## src/hdl/ook_sensor_frame_transmitter_assert.svh

```systemverilog
// Assertion macros for the OOK sensor frame transmitter.
// Users must have i_clk and i_rst_n in scope; no other dependencies.
`ifndef OOK_SENSOR_FRAME_TRANSMITTER_ASSERT_SVH
`define OOK_SENSOR_FRAME_TRANSMITTER_ASSERT_SVH
`ifndef NO_ASSERTIONS
// Check a property on every clock, disabled while reset is held.
`define OOKT_ASSERT(label, prop, msg) \
    label: assert property (@(posedge i_clk) disable iff (!i_rst_n) prop) else $error(msg);
// Check a property on every clock, including during reset.
`define OOKT_ASSERT_ALWAYS(label, prop, msg) \
    label: assert property (@(posedge i_clk) prop) else $error(msg);
`else
`define OOKT_ASSERT(label, prop, msg)
`define OOKT_ASSERT_ALWAYS(label, prop, msg)
`endif
`endif

```

## src/hdl/ookt_pkg.sv

```systemverilog
// Shared types, constants and frame helpers for the OOK sensor frame transmitter.
// No dependencies.
`default_nettype none

package ookt_pkg;

    // Frame geometry
    localparam int FRAME_BYTES = 4;
    localparam int FRAME_BITS  = FRAME_BYTES * 8;
    localparam int SEG_BITS    = 6;
    localparam int REP_BITS    = 4;
    localparam int SYNC_BITS   = 3;
    localparam int CFG_IDX_BITS = 3;

    // Checksum seed and temperature offset (adding 128 flips the sign bit)
    localparam logic [7:0] CHECKSUM_SEED = 8'h77;
    localparam logic [7:0] TEMP_OFFSET   = 8'h80;

    // Register reset values
    localparam logic [7:0]           DEVICE_CODE_RST  = 8'd0;
    localparam int                   SHORT_TICKS_RST  = 160;
    localparam int                   LONG_TICKS_RST   = 490;
    localparam int                   SYNC_TICKS_RST   = 1000;
    localparam logic [SYNC_BITS-1:0] SYNC_PULSES_RST  = 3'd5;
    localparam logic [REP_BITS-1:0]  REPEAT_COUNT_RST = 4'd15;

    // Item operation codes
    typedef enum logic {
        OP_TICK  = 1'b0,
        OP_START = 1'b1
    } t_op;

    // Configuration register indexes
    typedef enum logic [CFG_IDX_BITS-1:0] {
        CFG_DEVICE_CODE  = 3'd0,
        CFG_SHORT_TICKS  = 3'd1,
        CFG_LONG_TICKS   = 3'd2,
        CFG_SYNC_TICKS   = 3'd3,
        CFG_SYNC_PULSES  = 3'd4,
        CFG_REPEAT_COUNT = 3'd5
    } t_cfg_index;

    typedef struct packed {
        logic              op;
        logic signed [7:0] temperature;
        logic        [7:0] humidity;
    } t_in_item;

    typedef struct packed {
        logic tx_level;
        logic busy_res;
        logic done_res;
    } t_out_item;

    function automatic logic [7:0] swap_nibbles(input logic [7:0] b);
        return {b[3:0], b[7:4]};
    endfunction

    // Build device, humidity, offset temperature and checksum bytes
    function automatic logic [FRAME_BITS-1:0] build_frame(
        input logic [7:0] device_code,
        input logic [7:0] humidity,
        input logic [7:0] temperature
    );
        logic [7:0] t;
        logic [7:0] sum;
        t   = temperature ^ TEMP_OFFSET;
        sum = CHECKSUM_SEED + swap_nibbles(device_code) + swap_nibbles(humidity)
            + swap_nibbles(t);
        return {device_code, humidity, t, swap_nibbles(sum)};
    endfunction

endpackage

`default_nettype wire

```

## src/hdl/ookt_engine.sv

```systemverilog
// Pulse sequencer state and single-pass next-state/result logic.
// Depends on ookt_pkg and ook_sensor_frame_transmitter_assert.svh.
`default_nettype none

`include "ook_sensor_frame_transmitter_assert.svh"

module ookt_engine #(
    parameter int TIMER_BITS = 11
) (
    input  wire logic                               i_clk,
    input  wire logic                               i_rst_n,
    input  wire logic                               i_step,
    input  wire ookt_pkg::t_in_item                 i_item,
    input  wire logic [7:0]                         i_device_code,
    input  wire logic [TIMER_BITS-1:0]              i_short_ticks,
    input  wire logic [TIMER_BITS-1:0]              i_long_ticks,
    input  wire logic [TIMER_BITS-1:0]              i_sync_ticks,
    input  wire logic [ookt_pkg::SYNC_BITS-1:0]     i_sync_pulses,
    input  wire logic [ookt_pkg::REP_BITS-1:0]      i_repeat_count,
    output ookt_pkg::t_out_item                     o_result
);

    localparam int SB = ookt_pkg::SEG_BITS;
    localparam int RB = ookt_pkg::REP_BITS;

    logic [ookt_pkg::FRAME_BITS-1:0] r_frame_word, n_frame_word;
    logic [RB-1:0]                   r_repeat_index, n_repeat_index;
    logic [SB-1:0]                   r_segment_index, n_segment_index;
    logic                            r_in_sync, n_in_sync;
    logic                            r_high_phase, n_high_phase;
    logic [TIMER_BITS-1:0]           r_phase_ticks, n_phase_ticks;
    logic                            r_active, n_active;

    logic                  w_cur_bit;
    logic [TIMER_BITS-1:0] w_dur;
    logic [TIMER_BITS-1:0] w_dur_eff;
    logic [TIMER_BITS:0]   w_cnt;
    logic [SB-1:0]         w_seg_next;
    logic [RB:0]           w_rep_next;

    // Current data bit, MSB first
    assign w_cur_bit  = r_frame_word[5'(ookt_pkg::FRAME_BITS - 1) - r_segment_index[4:0]];
    assign w_cnt      = {1'b0, r_phase_ticks} + {{TIMER_BITS{1'b0}}, 1'b1};
    assign w_seg_next = r_segment_index + SB'(1);
    assign w_rep_next = {1'b0, r_repeat_index} + (RB+1)'(1);

    // Pick the length of the current phase; zero acts as one tick
    always_comb begin
        if (r_in_sync) begin
            w_dur = i_sync_ticks;
        end else if (w_cur_bit) begin
            w_dur = r_high_phase ? i_short_ticks : i_long_ticks;
        end else begin
            w_dur = r_high_phase ? i_long_ticks : i_short_ticks;
        end
        w_dur_eff = (w_dur == '0) ? TIMER_BITS'(1) : w_dur;
    end

    // Next state and the result for this transfer
    always_comb begin
        n_frame_word    = r_frame_word;
        n_repeat_index  = r_repeat_index;
        n_segment_index = r_segment_index;
        n_in_sync       = r_in_sync;
        n_high_phase    = r_high_phase;
        n_phase_ticks   = r_phase_ticks;
        n_active        = r_active;
        o_result        = '0;

        if (i_item.op == ookt_pkg::OP_START) begin
            if (r_active) begin
                o_result.tx_level = r_high_phase;
            end else begin
                n_frame_word    = ookt_pkg::build_frame(i_device_code, i_item.humidity,
                                                        i_item.temperature);
                n_repeat_index  = '0;
                n_segment_index = '0;
                n_in_sync       = 1'b1;
                n_high_phase    = 1'b0;
                n_phase_ticks   = '0;
                n_active        = 1'b1;
            end
            o_result.busy_res = 1'b1;
        end else if (r_active) begin
            o_result.tx_level = r_high_phase;
            o_result.busy_res = 1'b1;
            if (w_cnt < {1'b0, w_dur_eff}) begin
                n_phase_ticks = w_cnt[TIMER_BITS-1:0];
            end else begin
                n_phase_ticks = '0;
                if (!r_high_phase) begin
                    n_high_phase = 1'b1;
                end else begin
                    n_high_phase = 1'b0;
                    if (r_in_sync) begin
                        // Leave sync after the last sync pulse
                        if (w_seg_next >= {{(SB-ookt_pkg::SYNC_BITS){1'b0}}, i_sync_pulses})
                        begin
                            n_in_sync       = 1'b0;
                            n_segment_index = '0;
                        end else begin
                            n_segment_index = w_seg_next;
                        end
                    end else if (w_seg_next >= SB'(ookt_pkg::FRAME_BITS)) begin
                        // End of frame: repeat or finish
                        n_segment_index = '0;
                        if (w_rep_next >= {1'b0, i_repeat_count}) begin
                            o_result.done_res = 1'b1;
                            n_active          = 1'b0;
                            n_repeat_index    = '0;
                            n_in_sync         = 1'b0;
                        end else begin
                            n_repeat_index = w_rep_next[RB-1:0];
                            n_in_sync      = 1'b1;
                        end
                    end else begin
                        n_segment_index = w_seg_next;
                    end
                end
            end
        end
    end

    // Advance state on each accepted transfer
    always_ff @(posedge i_clk) begin
        if (!i_rst_n) begin
            r_frame_word    <= '0;
            r_repeat_index  <= '0;
            r_segment_index <= '0;
            r_in_sync       <= 1'b0;
            r_high_phase    <= 1'b0;
            r_phase_ticks   <= '0;
            r_active        <= 1'b0;
        end else if (i_step) begin
            r_frame_word    <= n_frame_word;
            r_repeat_index  <= n_repeat_index;
            r_segment_index <= n_segment_index;
            r_in_sync       <= n_in_sync;
            r_high_phase    <= n_high_phase;
            r_phase_ticks   <= n_phase_ticks;
            r_active        <= n_active;
        end
    end

    `OOKT_ASSERT(a_done_goes_idle, (i_step && o_result.done_res) |=> !r_active, "done without going idle")
    `OOKT_ASSERT(a_idle_clean, !r_active |-> (r_phase_ticks == '0 && !r_high_phase && r_segment_index == '0), "idle with stale sequencer state")
    `OOKT_ASSERT(a_seg_range, r_segment_index < SB'(ookt_pkg::FRAME_BITS), "segment index out of range")

endmodule

`default_nettype wire

```

## src/hdl/ook_sensor_frame_transmitter.sv

```systemverilog
// A result reaches the output register in the cycle after its input transfer.
// Throughput: one item per cycle; input ready drops only while a result waits untaken.
// Each tick item during a frame advances the pin waveform by one step; start items take no time.
// Reset (synchronous, active low) loads register defaults and leaves the sequencer idle.
// Top level of the OOK sensor frame transmitter: configuration, handshake, result register.
// Depends on ookt_pkg, ookt_engine and ook_sensor_frame_transmitter_assert.svh.
`default_nettype none

`include "ook_sensor_frame_transmitter_assert.svh"

module ook_sensor_frame_transmitter #(
    parameter int TIMER_BITS = 11
) (
    input  wire logic                                i_clk,
    input  wire logic                                i_rst_n,
    input  wire logic                                i_in_valid,
    output logic                                     o_in_ready,
    input  wire ookt_pkg::t_in_item                  i_in_item,
    output logic                                     o_out_valid,
    input  wire logic                                i_out_ready,
    output ookt_pkg::t_out_item                      o_out_item,
    input  wire logic                                i_cfg_we,
    input  wire logic [ookt_pkg::CFG_IDX_BITS-1:0]   i_cfg_index,
    input  wire logic [TIMER_BITS-1:0]               i_cfg_data
);

    logic [7:0]                     r_device_code;
    logic [TIMER_BITS-1:0]          r_short_ticks;
    logic [TIMER_BITS-1:0]          r_long_ticks;
    logic [TIMER_BITS-1:0]          r_sync_ticks;
    logic [ookt_pkg::SYNC_BITS-1:0] r_sync_pulses;
    logic [ookt_pkg::REP_BITS-1:0]  r_repeat_count;

    logic                r_out_valid;
    ookt_pkg::t_out_item r_out_item;
    ookt_pkg::t_out_item w_result;
    logic                w_step;

    // Take a new transfer whenever the result register is free or draining
    assign o_in_ready  = !r_out_valid || i_out_ready;
    assign w_step      = i_in_valid && o_in_ready;
    assign o_out_valid = r_out_valid;
    assign o_out_item  = r_out_item;

    // Configuration writes; indexes beyond the list are dropped
    always_ff @(posedge i_clk) begin
        if (!i_rst_n) begin
            r_device_code  <= ookt_pkg::DEVICE_CODE_RST;
            r_short_ticks  <= TIMER_BITS'(ookt_pkg::SHORT_TICKS_RST);
            r_long_ticks   <= TIMER_BITS'(ookt_pkg::LONG_TICKS_RST);
            r_sync_ticks   <= TIMER_BITS'(ookt_pkg::SYNC_TICKS_RST);
            r_sync_pulses  <= ookt_pkg::SYNC_PULSES_RST;
            r_repeat_count <= ookt_pkg::REPEAT_COUNT_RST;
        end else if (i_cfg_we) begin
            case (ookt_pkg::t_cfg_index'(i_cfg_index))
                ookt_pkg::CFG_DEVICE_CODE:  r_device_code  <= i_cfg_data[7:0];
                ookt_pkg::CFG_SHORT_TICKS:  r_short_ticks  <= i_cfg_data;
                ookt_pkg::CFG_LONG_TICKS:   r_long_ticks   <= i_cfg_data;
                ookt_pkg::CFG_SYNC_TICKS:   r_sync_ticks   <= i_cfg_data;
                ookt_pkg::CFG_SYNC_PULSES:  r_sync_pulses  <= i_cfg_data[ookt_pkg::SYNC_BITS-1:0];
                ookt_pkg::CFG_REPEAT_COUNT: r_repeat_count <= i_cfg_data[ookt_pkg::REP_BITS-1:0];
                default: ;
            endcase
        end
    end

    ookt_engine #(
        .TIMER_BITS (TIMER_BITS)
    ) u_engine (
        .i_clk          (i_clk),
        .i_rst_n        (i_rst_n),
        .i_step         (w_step),
        .i_item         (i_in_item),
        .i_device_code  (r_device_code),
        .i_short_ticks  (r_short_ticks),
        .i_long_ticks   (r_long_ticks),
        .i_sync_ticks   (r_sync_ticks),
        .i_sync_pulses  (r_sync_pulses),
        .i_repeat_count (r_repeat_count),
        .o_result       (w_result)
    );

    // Hold the result until the output transfer completes
    always_ff @(posedge i_clk) begin
        if (!i_rst_n) begin
            r_out_valid <= 1'b0;
        end else if (w_step) begin
            r_out_valid <= 1'b1;
        end else if (i_out_ready) begin
            r_out_valid <= 1'b0;
        end
    end

    always_ff @(posedge i_clk) begin
        if (w_step) begin
            r_out_item <= w_result;
        end
    end

    `OOKT_ASSERT(a_step_fills_output, w_step |=> r_out_valid, "accepted item produced no result")
    `OOKT_ASSERT(a_done_implies_busy, r_out_valid |-> (!r_out_item.done_res || (r_out_item.busy_res && r_out_item.tx_level)), "done result not busy on high level")
    `OOKT_ASSERT(a_no_step_when_full, (r_out_valid && !i_out_ready) |-> !w_step, "accepted while result stalled")

endmodule

`default_nettype wire
```

## config.mk

```make
export PLATFORM = sky130hd
export DESIGN_NAME = ook_sensor_frame_transmitter
export DESIGN_NICKNAME = d
export VERILOG_FILES = /design/src/hdl/ookt_pkg.sv /design/src/hdl/ookt_engine.sv /design/src/hdl/ook_sensor_frame_transmitter.sv
export VERILOG_INCLUDE_DIRS = /design/src /design/src/hdl
export SDC_FILE = /design/constraint.sdc
export NUM_CORES = 1
export LEC_CHECK = 0
export BUFFER_PORTS_ARGS = -buffer_cell sky130_fd_sc_hd__buf_2
export CORE_UTILIZATION = 40
export DETAILED_ROUTE_END_ITERATION = 10
export SYNTH_ARGS = -nofsm -noshare
export SYNTH_HDL_FRONTEND = slang
export SYNTH_SLANG_ARGS = --single-unit
export TNS_END_PERCENT = 10
```

## constraint.sdc

```tcl
create_clock -name i_clk -period 8.25 [get_ports i_clk]
set_input_delay 1.65 -clock i_clk [delete_from_list [all_inputs] [get_ports i_clk]]
set_output_delay 1.65 -clock i_clk [all_outputs]
set_load 0.02 [all_outputs]
```

# [Word-level counts from Yosys, hierarchy flattened]
# Index checks and enable logic that the tools add are counted.
[word_totals] word_cells=118 latch_bits=0 mem_count=0 reg_bits=108 mem_bits_ro=0 ram_bits=0 in_bits=36 output_inout_bits=5
[classes] n_addsub=7 reduce_logical=21 div_mod_pow=0 n_mux=56 bitwise=4 order_cmp=5 n_shift=0 n_eq_ne=8 multipliers=0
[op_table] cell="11-bit two-way mux" count=9
[op_table] cell="6-bit two-way mux" count=8
[op_table] cell="4-bit two-way mux" count=8
[op_table] cell="1-bit two-way mux" count=28
[op_table] cell="8-bit adder" count=2
[op_table] cell="11-bit by 1-bit adder with 12-bit output (second input constant)" count=1
[op_table] cell="12-bit by 11-bit < comparator with 1-bit output" count=1
[op_table] cell="2-bit AND reduction" count=6
[op_table] cell="11-bit logical NOT" count=1
[op_table] cell="3-bit AND reduction" count=3
[op_table] cell="7-bit by 8-bit adder with 8-bit output (first input constant)" count=1
[op_table] cell="2-bit nonzero test" count=4
[op_table] cell="7-bit AND reduction" count=1
[op_table] cell="6-bit by 1-bit adder with 6-bit output (second input constant)" count=1
[op_table] cell="3-bit by 2-bit == test with 1-bit output (second input constant)" count=2
[op_table] cell="3-bit == test (second input constant)" count=2
[op_table] cell="6-bit by 3-bit greater-or-equal comparator with 1-bit output" count=1
[op_table] cell="6-bit greater-or-equal comparator (second input constant)" count=1
[op_table] cell="5-bit by 6-bit < comparator with 1-bit output (second input constant)" count=1
[op_table] cell="2-bit != test (second input constant)" count=3
[op_table] cell="6-bit OR reduction" count=1
[op_table] cell="4-bit by 1-bit adder with 5-bit output (second input constant)" count=1
[op_table] cell="1-bit binary-select mux with 5-bit select" count=1
[op_table] cell="5-bit by 4-bit greater-or-equal comparator with 1-bit output" count=1
[op_table] cell="10 further kinds" count=13

# [Depth between registers and ports, before layout]
# Gate-level depths: netlist (run 1).
[logic_depth] word_depth=11 ltp_mapped=22 mapped_depth_nobuf=19

# [By module]
# Synthesis (run 1) repeated with hierarchy kept, for this count alone.
[unflattened] cells_unflattened=702 area_unflattened_um2=6251.0
[by_module_without_submodules] module="ookt_engine" cells_per_inst=511 instances=1 area_per_inst_um2=4212.8 seq_area_each_um2=1121.1
[by_module_without_submodules] module="ook_sensor_frame_transmitter" cells_per_inst=191 instances=1 area_per_inst_um2=2038.2 seq_area_each_um2=1071.0

# [Worst setup path before layout (run 1)]
# OpenSTA, ideal clock, no wires.
[synth_timing] path_kind="flip-flop to flip-flop" from="reg u_engine.r_segment_index[1]" to="reg u_engine.r_in_sync" synth_period_minus_slack_ns=4.195 n_path_buf=4 stages_incl_launch_ff=21 setup_time_ns=0.122 arrival_ns=4.073 setup_slack_ns=4.055 path_cell_list="dfxtp_1 > buf_6 > buf_12 > mux2i_1 > a22oi_2 > a21oi_2 > nor4_4 > buf_6 > a21oi_1 > a211oi_1 > ha_1 > a21o_1 > a21o_1 > a21o_1 > a2111oi_0 > nand2_1 > a211o_2 > o311ai_4 > buf_6 > nand2_1 > o311a_1"
[synth_via] elab_chain_len=10 word_cells_on_any_way=20
[synth_lines] element="start: declaration" line_no="ookt_engine.sv:28" text="logic [SB-1:0] r_segment_index, n_segment_index;"
[synth_lines] element="start signal: assignment" line_no="ookt_engine.sv:137" text="r_segment_index <= n_segment_index;"
[synth_lines] element="5-bit subtractor" line_no="ookt_engine.sv:42" text="assign w_cur_bit = r_frame_word[5'(ookt_pkg::FRAME_BITS - 1) - r_segment_index[4:0]];"
[synth_lines] element="1-bit binary-select mux with 5-bit select" line_no="ookt_engine.sv:42"
[synth_lines] element="1-bit two-way mux (not written as such)" line_no="ookt_engine.sv:42"
[synth_lines] element="11-bit two-way mux" line_no="ookt_engine.sv:51" text="end else if (w_cur_bit) begin"
[synth_lines] element="11-bit two-way mux" line_no="ookt_engine.sv:49" text="if (r_in_sync) begin"
[synth_lines] element="11-bit logical NOT" line_no="ookt_engine.sv:56" text="w_dur_eff = (w_dur == '0) ? TIMER_BITS'(1) : w_dur;"
[synth_lines] element="11-bit two-way mux" line_no="ookt_engine.sv:56"
[synth_lines] element="12-bit by 11-bit < comparator with 1-bit output" line_no="ookt_engine.sv:87" text="if (w_cnt < {1'b0, w_dur_eff}) begin"
[synth_lines] element="2-bit != test (no source line)"
[synth_lines] element="5-bit AND reduction (no source line)"
[synth_lines] element="end signal: assignment" line_no="ookt_engine.sv:138" text="r_in_sync <= n_in_sync;"
[synth_lines] element="end: declaration" line_no="ookt_engine.sv:29" text="logic r_in_sync, n_in_sync;"
# Several ways; a longest one is shown, not always the timed one. The select of a mux whose other input is x is not followed.
# A chain may end at the register's enable or synchronous reset.

# [Worst setup path after layout (run 1)]
[layout_timing] from="reg u_engine.r_segment_index[1]" to="reg u_engine.r_phase_ticks[0]"
[layout_via] elab_chain_len=11
[layout_lines] element="5-bit subtractor (*)" line_no="ookt_engine.sv:42"
[layout_lines] element="1-bit binary-select mux with 5-bit select (*)" line_no="ookt_engine.sv:42"
[layout_lines] element="1-bit two-way mux (not written as such) (*)" line_no="ookt_engine.sv:42"
[layout_lines] element="11-bit two-way mux (*)" line_no="ookt_engine.sv:51"
[layout_lines] element="11-bit two-way mux (*)" line_no="ookt_engine.sv:49"
[layout_lines] element="11-bit logical NOT" line_no="ookt_engine.sv:56"
[layout_lines] element="11-bit two-way mux (*)" line_no="ookt_engine.sv:56"
[layout_lines] element="12-bit by 11-bit < comparator with 1-bit output (*)" line_no="ookt_engine.sv:87"
[layout_lines] element="11-bit two-way mux (*)" line_no="ookt_engine.sv:87"
[layout_lines] element="11-bit two-way mux (*)" line_no="ookt_engine.sv:84" text="end else if (r_active) begin"
[layout_lines] element="11-bit two-way mux (*)" line_no="ookt_engine.sv:70" text="if (i_item.op == ookt_pkg::OP_START) begin"
[layout_lines] element="end signal: assignment" line_no="ookt_engine.sv:140" text="r_phase_ticks <= n_phase_ticks;"
[layout_lines] element="end: declaration" line_no="ookt_engine.sv:31" text="logic [TIMER_BITS-1:0] r_phase_ticks, n_phase_ticks;"
# Every way passes the cells marked *; elsewhere a longest branch is shown, timed or not. The select of a mux whose other input is x is not followed.

==> summary.txt, run 1 <==
LAYOUT
-----------------------------------------------------------------------------------------------
Most common library cell in the layout ignoring fill and taps                      sky130_fd_sc_hd__nand2_1
Area added between synthesis and finish                                                   8.94%
Final instance area                                                                    6940 um2
Antenna fix cells                                                                             0
Ratio of cells with drive above 1 in the final layout                                     0.108
Leading cell types in the layout, fill and taps excluded                           sky130_fd_sc_hd__nand2_1 (193), sky130_fd_sc_hd__dfxtp_1 (105), sky130_fd_sc_hd__a21boi_0 (59)
Net count of the finished layout                                                            861

CRITICAL PATH
-----------------------------------------------------------------------------------------------
CP Capture Point                                                                   u_engine.r_phase_ticks[0]
CP Launch Type                                                                        flip-flop
Worst reg2reg path endpoint                                                        u_engine.r_phase_ticks[0]
Largest fanout of any net on the critical path                                               19
Critical path required time                                                             8520 ps
Depth of the worst register-to-register path                                                 17
Worst reg2reg startpoint                                                           u_engine.r_segment_index[1]
Crit path capture type                                                                flip-flop
Endpoint arrival time on the critical path                                              6080 ps
Origin of the worst setup path                                                     u_engine.r_segment_index[1]
Critical path type                                                                 flip-flop to flip-flop
Flop2flop setup slack                                                                   2440 ps

GLOBAL ROUTE
-----------------------------------------------------------------------------------------------
Total gr overflow                                                                             0
Vias in the first global route                                                             4914
Wire length of the first global-routing pass                                            25.3 mm
All-layer global routing usage                                                            0.196
Number of antenna violations at the first check in global routing                             0
Largest net degree at the start of global routing                                           100

POWER AND IR DROP
-----------------------------------------------------------------------------------------------
Peak supply drop                                                                     0.000128 V
Internal power of the cells                                                          0.000848 W
Power Density                                                                        168 nW/um2
Sequential fraction of design power                                                       0.474
Combinational fraction of design power                                                    0.141
NetSw                                                                                0.000320 W
Reported leakage power                                                                  2.95 nW
Switching part of the total power                                                         0.274
Clock power share                                                                         0.385

FLOORPLAN
-----------------------------------------------------------------------------------------------
Top Ports                                                                                    41
Horizontal extent of the die                                                             128 um
Initial core utilization                                                                  0.414
Die Y-Extent                                                                             128 um
Core area                                                                             15400 um2
Standard-cell row count                                                                      45
DIE AREA                                                                              16400 um2

STA
-----------------------------------------------------------------------------------------------
Setup-failing EPs final                                                                       0
Setup skew after layout                                                                 8.43 ps
Final critical path time including I/O delays and setup                                 5810 ps
Max Slew Vio Count                                                                            0
Maximum clock frequency                                                                 172 MHz
RSZ-0062 raised after global routing                                                      false
Final hold violations                                                                         0
Total negative slack for setup checks                                                      0 ps
Remaining max-slew budget at the tightest pin                                             0.271
Pin slew with the least headroom to its limit                                           1090 ps
Post-route clock period utilization                                                       0.704

JOB
-----------------------------------------------------------------------------------------------
Number of maximum-capacitance violations                                                      0

CTS
-----------------------------------------------------------------------------------------------
CTS tree                                                                                    yes
Cell chosen for the clock root                                                     sky130_fd_sc_hd__clkbuf_16
Post-cts repair resize count                                                                  0
Clock latency at the later pin of the worst-skew pair                                    350 ps
Clock input transition at the sequential cells of the worst setup and hold paths          80 ps
Number of H-tree levels                                                                       3
Total clock buffers created by CTS                                                            9
Number of hold-repair buffers added at the cts stage                                          0
Post-CTS Setup Repair Bufs                                                                    0
Maximum count of clock buffers along a single path                                            2
Clock Sinks                                                                                 108

PLACEMENT
-----------------------------------------------------------------------------------------------
Detailed placement HPWL                                                                 11.3 mm
Port-buffer cells                                                                            40
Post-placement cell area                                                               6630 um2
Global placement routability congestion                                                   0.895

YOSYS
-----------------------------------------------------------------------------------------------
Share of async-settable or async-resettable flops after synthesis                             0
Cell count after synthesis                                                                  772
Number of synthesized flops with an enable pin                                                3
Flops & latches, synth                                                                      108
Syn avg cell area                                                                      8.25 um2
Net Count, Synth                                                                            851
Most common flop cell mapped by yosys                                              sky130_fd_sc_hd__dfxtp_1
Ys Warns                                                                                      0
Unique masters post-synth                                                                    67
Sequential cell area fraction in the yosys report                                         0.344
Syn Std Cell Area                                                                      6370 um2

ROUTE
-----------------------------------------------------------------------------------------------
Number of DRC markers after the initial detailed-route iteration                            318
Final ANT Viol Nets                                                                           0
Post-DR vias/cell                                                                          5.22
Vias after detailed routing                                                                5208
Number of remaining DRC errors                                                                0
Routed WL                                                                               15.2 mm
Detailed Routing Iterations Pass 1                                                            5
Post-DR wirelength/cell                                                                 15.2 um

STATUS
-----------------------------------------------------------------------------------------------
Outcome                                                                               completed

MIN PATH
-----------------------------------------------------------------------------------------------
Type of the tightest min-delay check                                               flip-flop to flip-flop

==> cells in the mapped netlist (8+ instances only) <==
master | count | area [um2]
sky130_fd_sc_hd__nand2_1 | 193 | 724
sky130_fd_sc_hd__dfxtp_1 | 105 | 2100
sky130_fd_sc_hd__a21boi_0 | 59 | 443
sky130_fd_sc_hd__inv_1 | 49 | 184
sky130_fd_sc_hd__nand3_1 | 41 | 205
sky130_fd_sc_hd__ha_1 | 36 | 450
sky130_fd_sc_hd__mux2i_1 | 36 | 360
sky130_fd_sc_hd__clkbuf_1 | 32 | 120
sky130_fd_sc_hd__nor2_1 | 20 | 75.1
sky130_fd_sc_hd__a21oi_1 | 17 | 85.1
sky130_fd_sc_hd__o21ai_0 | 13 | 65.1
sky130_fd_sc_hd__xor2_1 | 12 | 105
sky130_fd_sc_hd__nor2b_1 | 11 | 68.8
sky130_fd_sc_hd__xnor2_1 | 11 | 96.3
sky130_fd_sc_hd__o21ai_2 | 10 | 87.6
sky130_fd_sc_hd__a21o_1 | 9 | 67.6
sky130_fd_sc_hd__and3_1 | 8 | 50.1
sky130_fd_sc_hd__nand2b_1 | 8 | 50.1
sky130_fd_sc_hd__nor4_1 | 8 | 50.1
==> metrics by stage <==
| step | power, W | setup WS [ps] | hold slack [ps] | util | instances |
|---|---|---|---|---|---|
| floorplan | 0.000684 | 4060 | 438 | - | 772 |
| global placement | 0.000725 | 2820 | 460 | 0.431 | 982 |
| detailed placement | 0.000730 | 2470 | 461 | 0.431 | 982 |
| CTS | 0.00118 | 2460 | 473 | 0.451 | 998 |
| global route | 0.00123 | 2090 | 482 | 0.451 | 998 |
| finish | 0.00117 | 2440 | 472 | 0.451 | 998 |
==> cells by family (layout without fill, tap and decap cells) <==
family | after synthesis | count (layout) | synth area share
buffers and inverters | 93 | 108 | 0.0633
XOR/XNOR | 24 | 24 | 0.0342
AO/OA/AOI/OAI | 150 | 150 | 0.183
flip-flops | 108 | 108 | 0.344
multiplexers | 37 | 37 | 0.0584
AND/OR/NAND/NOR | 317 | 317 | 0.224
adder cells (fa/ha/maj) | 43 | 43 | 0.0927
==> state kept, by name, summed over array words and instances, names as in the netlist, 3 cells and up <==
signal                    cells
r_short_ticks                11
r_long_ticks                 11
u_engine.r_phase_ticks       11
o_out_item                    3
r_repeat_count                4
r_sync_ticks                 11
u_engine.r_segment_index      6
r_sync_pulses                 3
r_device_code                 8
u_engine.r_frame_word        32
u_engine.r_repeat_index       4
==> area by class of cell <==
| class | count | area [um2] |
|---|---|---|
| clock buffer | 9 | 225 |
| clock inverter | 7 | 80.1 |
| fill | 1502 | 8430 |
| inverter | 50 | 188 |
| multi-input combinational | 571 | 3770 |
| sequential | 108 | 2190 |
| tap | 211 | 264 |
| timing repair buffer | 42 | 215 |
==> critical path, stage by stage, from the launching register on <==
cell,delay (ps)
sky130_fd_sc_hd__dfxtp_1,960
sky130_fd_sc_hd__mux2i_1,200
sky130_fd_sc_hd__a22oi_1,240
sky130_fd_sc_hd__a21oi_1,140
sky130_fd_sc_hd__nor4_4,790
sky130_fd_sc_hd__xnor2_2,320
sky130_fd_sc_hd__mux2i_1,260
sky130_fd_sc_hd__nor2_1,60
sky130_fd_sc_hd__a21oi_1,180
sky130_fd_sc_hd__ha_1,290
sky130_fd_sc_hd__a21o_1,170
sky130_fd_sc_hd__a21o_1,190
sky130_fd_sc_hd__a2111oi_0,550
sky130_fd_sc_hd__nand2_1,100
sky130_fd_sc_hd__a211o_2,390
sky130_fd_sc_hd__nor2_1,230
sky130_fd_sc_hd__o211ai_2,370
sky130_fd_sc_hd__o21ai_0,290
==> worst min path at each step <==
stage                     slack, ps                 startpoint  cells past startpoint                         to
after floorplan                 440            r_sync_ticks[0]                      2            r_sync_ticks[0]
after global placement          460  u_engine.r_phase_ticks[1]                      2  u_engine.r_phase_ticks[1]
after detailed placement        460  u_engine.r_frame_word[25]                      2  u_engine.r_frame_word[25]
after CTS                       470  u_engine.r_frame_word[25]                      2  u_engine.r_frame_word[25]
after global routing            480  u_engine.r_frame_word[25]                      2  u_engine.r_frame_word[25]
final                           470  u_engine.r_frame_word[26]                      2  u_engine.r_frame_word[26]
==> power groups by stage <==
stage | Combinational (W) | Sequential (W) | Clock (W)
finish | 0.000165 | 0.000554 | 0.000450
global route | 0.000187 | 0.000556 | 0.000483
CTS | 0.000165 | 0.000554 | 0.000461
detailed placement | 0.000164 | 0.000566 | 0
global placement | 0.000159 | 0.000566 | 0
floorplan | 0.000124 | 0.000560 | 0
==> layer usage <==
metal | GRT usage | part of all wire
met1 | 0.281 | 0.51
met2 | 0.300 | 0.43
met3 | 0.0422 | 0.043
met4 | 0.0478 | 0.012
met5 | 0 | 0
No activity file was read; power rests on OpenSTA's default activity.
==> run 2: changes to the inputs <==
--- a/config.mk
+++ b/config.mk
@@ -6,6 +6,7 @@
 export SDC_FILE = /design/constraint.sdc
 export NUM_CORES = 1
 export LEC_CHECK = 0
+export ABC_AREA = 1
 export BUFFER_PORTS_ARGS = -buffer_cell sky130_fd_sc_hd__buf_2
 export CORE_UTILIZATION = 40
 export DETAILED_ROUTE_END_ITERATION = 10
==> constraint.sdc (replaced) <==
create_clock -name i_clk -period 4.9 [get_ports i_clk]
set_input_delay 0.98 -clock i_clk [delete_from_list [all_inputs] [get_ports i_clk]]
set_output_delay 0.98 -clock i_clk [all_outputs]
set_load 0.02 [all_outputs]
==> summary.txt, run 2 <==
STATUS
-----------------------------------------------------------------------------------------------
Outcome                                                                               completed   unchanged

FLOORPLAN
-----------------------------------------------------------------------------------------------
Initial core utilization                                                                  0.409   was 0.414
Horizontal extent of the die                                                             127 um   was 128 um
Core area                                                                             15200 um2   was 15400 um2
DIE AREA                                                                              16100 um2   was 16400 um2
Die Y-Extent                                                                             127 um   was 128 um
Standard-cell row count                                                                      45   unchanged
Top Ports                                                                                    41   unchanged

CRITICAL PATH
-----------------------------------------------------------------------------------------------
Endpoint arrival time on the critical path                                              4400 ps   was 6080 ps
Most frequent cell on the critical path                                            sky130_fd_sc_hd__nand2_1
Family with the most delay on the worst path                                       compound AO/OA/AOI/OAI gates   unchanged
Largest fanout of any net on the critical path                                               30   was 19
CP Launch Type                                                                        flip-flop   unchanged
Combined buffer and inverter count along the critical path                                    2   was 0
Crit-path max cell delay                                                                 840 ps   was 960 ps
Critical path required time                                                             5180 ps   was 8520 ps
Crit path capture type                                                                flip-flop   unchanged
Highest-delay cell along the critical path                                         sky130_fd_sc_hd__dfxtp_1   unchanged
Crit-path cells                                                                    inv_1 > nand2_1 > o21ai_0 > nand3_1 > nand3_1 > nand2_1 > inv_1 > ha_1 > a21o_1 > a2111oi_1 > nand3_4 > nor2_2 > nand2_1 > a21oi_1   was mux2i_1 > a22oi_1 > a21oi_1 > nor4_4 > xnor2_2 > mux2i_1 > nor2_1 > a21oi_1 > ha_1 > a21o_1 > a21o_1 > a2111oi_0 > nand2_1 > a211o_2 > nor2_1 > o211ai_2 > o21ai_0
Critical path type                                                                 flip-flop to flip-flop   unchanged

STA
-----------------------------------------------------------------------------------------------
Maximum clock frequency                                                                 243 MHz   was 172 MHz
Post-route worst hold slack                                                              467 ps   was 472 ps
Final critical path time including I/O delays and setup                                 4120 ps   was 5810 ps
Pin slew with the least headroom to its limit                                           1210 ps   was 1090 ps
Max Slew Vio Count                                                                            0   unchanged
RSZ-0062 raised after global routing                                                      false   unchanged
Total negative slack for setup checks                                                      0 ps   unchanged
Remaining max-slew budget at the tightest pin                                             0.195   was 0.271
Setup-failing EPs final                                                                       0   unchanged
Setup skew after layout                                                                 11.6 ps   was 8.43 ps
Post-route clock period utilization                                                       0.840   was 0.704
Final hold violations                                                                         0   unchanged

YOSYS
-----------------------------------------------------------------------------------------------
Share of async-settable or async-resettable flops after synthesis                             0   unchanged
Net Count, Synth                                                                            994   was 851
Number of synthesized flops with an enable pin                                                3   unchanged
Sequential cell area fraction in the yosys report                                         0.352   was 0.344
Most used standard cell by instance count after synthesis                          sky130_fd_sc_hd__nand2_1   unchanged
Yosys top cell area share                                                                 0.338   was 0.330
Cell taking the most area after synthesis                                          sky130_fd_sc_hd__dfxtp_1   unchanged
Cell count after synthesis                                                                  915   was 772
Top cells by instance count after synthesis                                        sky130_fd_sc_hd__nand2_1 (235), sky130_fd_sc_hd__inv_1 (118), sky130_fd_sc_hd__dfxtp_1 (105)   was sky130_fd_sc_hd__nand2_1 (193), sky130_fd_sc_hd__dfxtp_1 (105), sky130_fd_sc_hd__a21boi_0 (59)
Syn Std Cell Area                                                                      6220 um2   was 6370 um2
Flops & latches, synth                                                                      108   unchanged
Syn avg cell area                                                                      6.80 um2   was 8.25 um2
Unique masters post-synth                                                                    34   was 67
Ys Warns                                                                                      0   unchanged
Most common flop cell mapped by yosys                                              sky130_fd_sc_hd__dfxtp_1   unchanged
Top cells by area in the synthesized netlist                                       sky130_fd_sc_hd__dfxtp_1 (34%), sky130_fd_sc_hd__nand2_1 (14%), sky130_fd_sc_hd__nand3_1 (7.5%)   was sky130_fd_sc_hd__dfxtp_1 (33%), sky130_fd_sc_hd__nand2_1 (11%), sky130_fd_sc_hd__ha_1 (7.1%)

GLOBAL ROUTE
-----------------------------------------------------------------------------------------------
Total gr overflow                                                                             0   unchanged
GR met2 Demand/Resource                                                                   0.334   was 0.300
All-layer global routing usage                                                            0.208   was 0.196
Wire length of the first global-routing pass                                            26.0 mm   was 25.3 mm
Largest net degree at the start of global routing                                            62   was 100
Number of antenna violations at the first check in global routing                             0   unchanged
Met3 track demand over resource                                                          0.0401   was 0.0422
Vias in the first global route                                                             5228   was 4914
Met1 track demand over resource in global routing                                         0.285   was 0.281
Most utilized layer in the global route result                                             met2   unchanged

CTS
-----------------------------------------------------------------------------------------------
CTS tree                                                                                    yes   unchanged
Clock input transition at the sequential cells of the worst setup and hold paths          80 ps   about the same
Number of H-tree levels                                                                       3   unchanged
Number of hold-repair buffers added at the cts stage                                          0   unchanged
Cell chosen for the clock root                                                     sky130_fd_sc_hd__clkbuf_16   unchanged
Post-cts repair resize count                                                                  0   unchanged
Clock Sinks                                                                                 108   unchanged
Post-CTS Setup Repair Bufs                                                                    0   unchanged
Clock latency at the later pin of the worst-skew pair                                    370 ps   was 350 ps
Maximum count of clock buffers along a single path                                            2   unchanged
Total clock buffers created by CTS                                                            9   unchanged

LAYOUT
-----------------------------------------------------------------------------------------------
Antenna fix cells                                                                             0   unchanged
Net count of the finished layout                                                           1011   was 861
Ratio of cells with drive above 1 in the final layout                                    0.0779   was 0.108
Sequential cell area in the final layout                                               2190 um2   unchanged
Number of flip-flops in the largest register                                                 32   unchanged
Most common library cell in the layout ignoring fill and taps                      sky130_fd_sc_hd__nand2_1   unchanged
Non-filler instance count after layout                                                     1125   was 998
Multi-input logic area                                                                 3390 um2   was 3770 um2
Most flops, register                                                               u_engine.r_frame_word   unchanged
Number of fillers in the final layout                                                      1620   was 1502
Final instance area                                                                    6820 um2   was 6940 um2
Leading cell types in the layout, fill and taps excluded                           sky130_fd_sc_hd__nand2_1 (235), sky130_fd_sc_hd__inv_1 (118), sky130_fd_sc_hd__dfxtp_1 (105)   was sky130_fd_sc_hd__nand2_1 (193), sky130_fd_sc_hd__dfxtp_1 (105), sky130_fd_sc_hd__a21boi_0 (59)
Area added between synthesis and finish                                                   9.57%   was 8.94%

ROUTE
-----------------------------------------------------------------------------------------------
Post-DR vias/cell                                                                          5.04   was 5.22
Post-DR wirelength/cell                                                                 14.0 um   was 15.2 um
Detailed Routing Iterations Pass 1                                                            5   unchanged
Vias after detailed routing                                                                5668   was 5208
Final ANT Viol Nets                                                                           0   unchanged
Number of remaining DRC errors                                                                0   unchanged
Number of DRC markers after the initial detailed-route iteration                            383   was 318
Routed WL                                                                               15.7 mm   was 15.2 mm

POWER AND IR DROP
-----------------------------------------------------------------------------------------------
Reported leakage power                                                                  3.20 nW   was 2.95 nW
Peak supply drop                                                                     0.000187 V   was 0.000128 V
Power Density                                                                        300 nW/um2   was 168 nW/um2

MIN PATH
-----------------------------------------------------------------------------------------------
Type of the tightest min-delay check                                               flip-flop to flip-flop   unchanged

PLACEMENT
-----------------------------------------------------------------------------------------------
Number of cells in the design after placement                                              1109   was 982
Port-buffer cells                                                                            40   unchanged
Detailed placement HPWL                                                                 11.7 mm   was 11.3 mm
Global placement routability congestion                                                   0.875   was 0.895
Post-placement cell area                                                               6510 um2   was 6630 um2

JOB
-----------------------------------------------------------------------------------------------
Number of maximum-capacitance violations                                                      0   unchanged

run 2: cells by family (layout without fill, tap and decap cells):
family | Yosys count | count (layout) | synth area share
DFF | 108 | 108 | 0.352
xor gates and xnor gates | 22 | 22 | 0.0310
and+or+nand+nor | 435 | 435 | 0.295
adders and majority gates | 43 | 43 | 0.0949
AOI/OAI and AO/OA | 147 | 147 | 0.124
buffers and inverters | 160 | 182 | 0.102
run 2: worst register-to-register path: cells and delay by family (launching register included):
family	cells	cell delay [ps]
AO/OA/AOI/OAI	4	1210
flip-flops	1	840
buffers and inverters	2	500
AND/OR/NAND/NOR	7	1200
adder cells (fa/ha/maj)	1	290
run 2: path summary, 6_finish.rpt:
path | end | start | slack [ps] | cells after the start
hold reg to reg | r_sync_ticks[8] | r_sync_ticks[8] | 470 | 2
setup reg to reg | u_engine.r_phase_ticks[6] | u_engine.r_high_phase | 780 | 14
hold / removal | r_sync_ticks[8] | r_sync_ticks[8] | 470 | 2
setup / recovery | u_engine.r_phase_ticks[6] | u_engine.r_high_phase | 780 | 14
run 2: where the power goes:
group          internal, W  leakage [nW]  switching [W]  total, W
sequential        0.000914         0.884      0.0000289  0.000943
combinational     0.000120          2.17       0.000211  0.000331
clock             0.000405         0.149       0.000366  0.000771
total              0.00144          3.20       0.000606   0.00204
run 2: metrics by stage:
step                setup WS, ps   util  power [W]
floorplan                   1580      -    0.00120
global placement             948  0.428    0.00129
detailed placement           774  0.428    0.00129
CTS                          764  0.448    0.00206
global route                 132  0.448    0.00215
finish                       785  0.448    0.00204
run 2: final cells by class:
class,count,share of cell area
Inverter,121,0.0666
Sequential cell,108,0.322
Clock buffer,9,0.0330
Tap cell,188,0.0345
Timing Repair Buffer,45,0.0349
Multi-Input combinational cell,647,0.498
Clock inverter,7,0.0117
run 2: routing by layer:
metal / vias to the layer above / wire length, um
met5: - / 0
met4: 0 / 186
met3: 15 / 646
met2: 94 / 7040
met1: 2603 / 7870
li1: 2956 / -
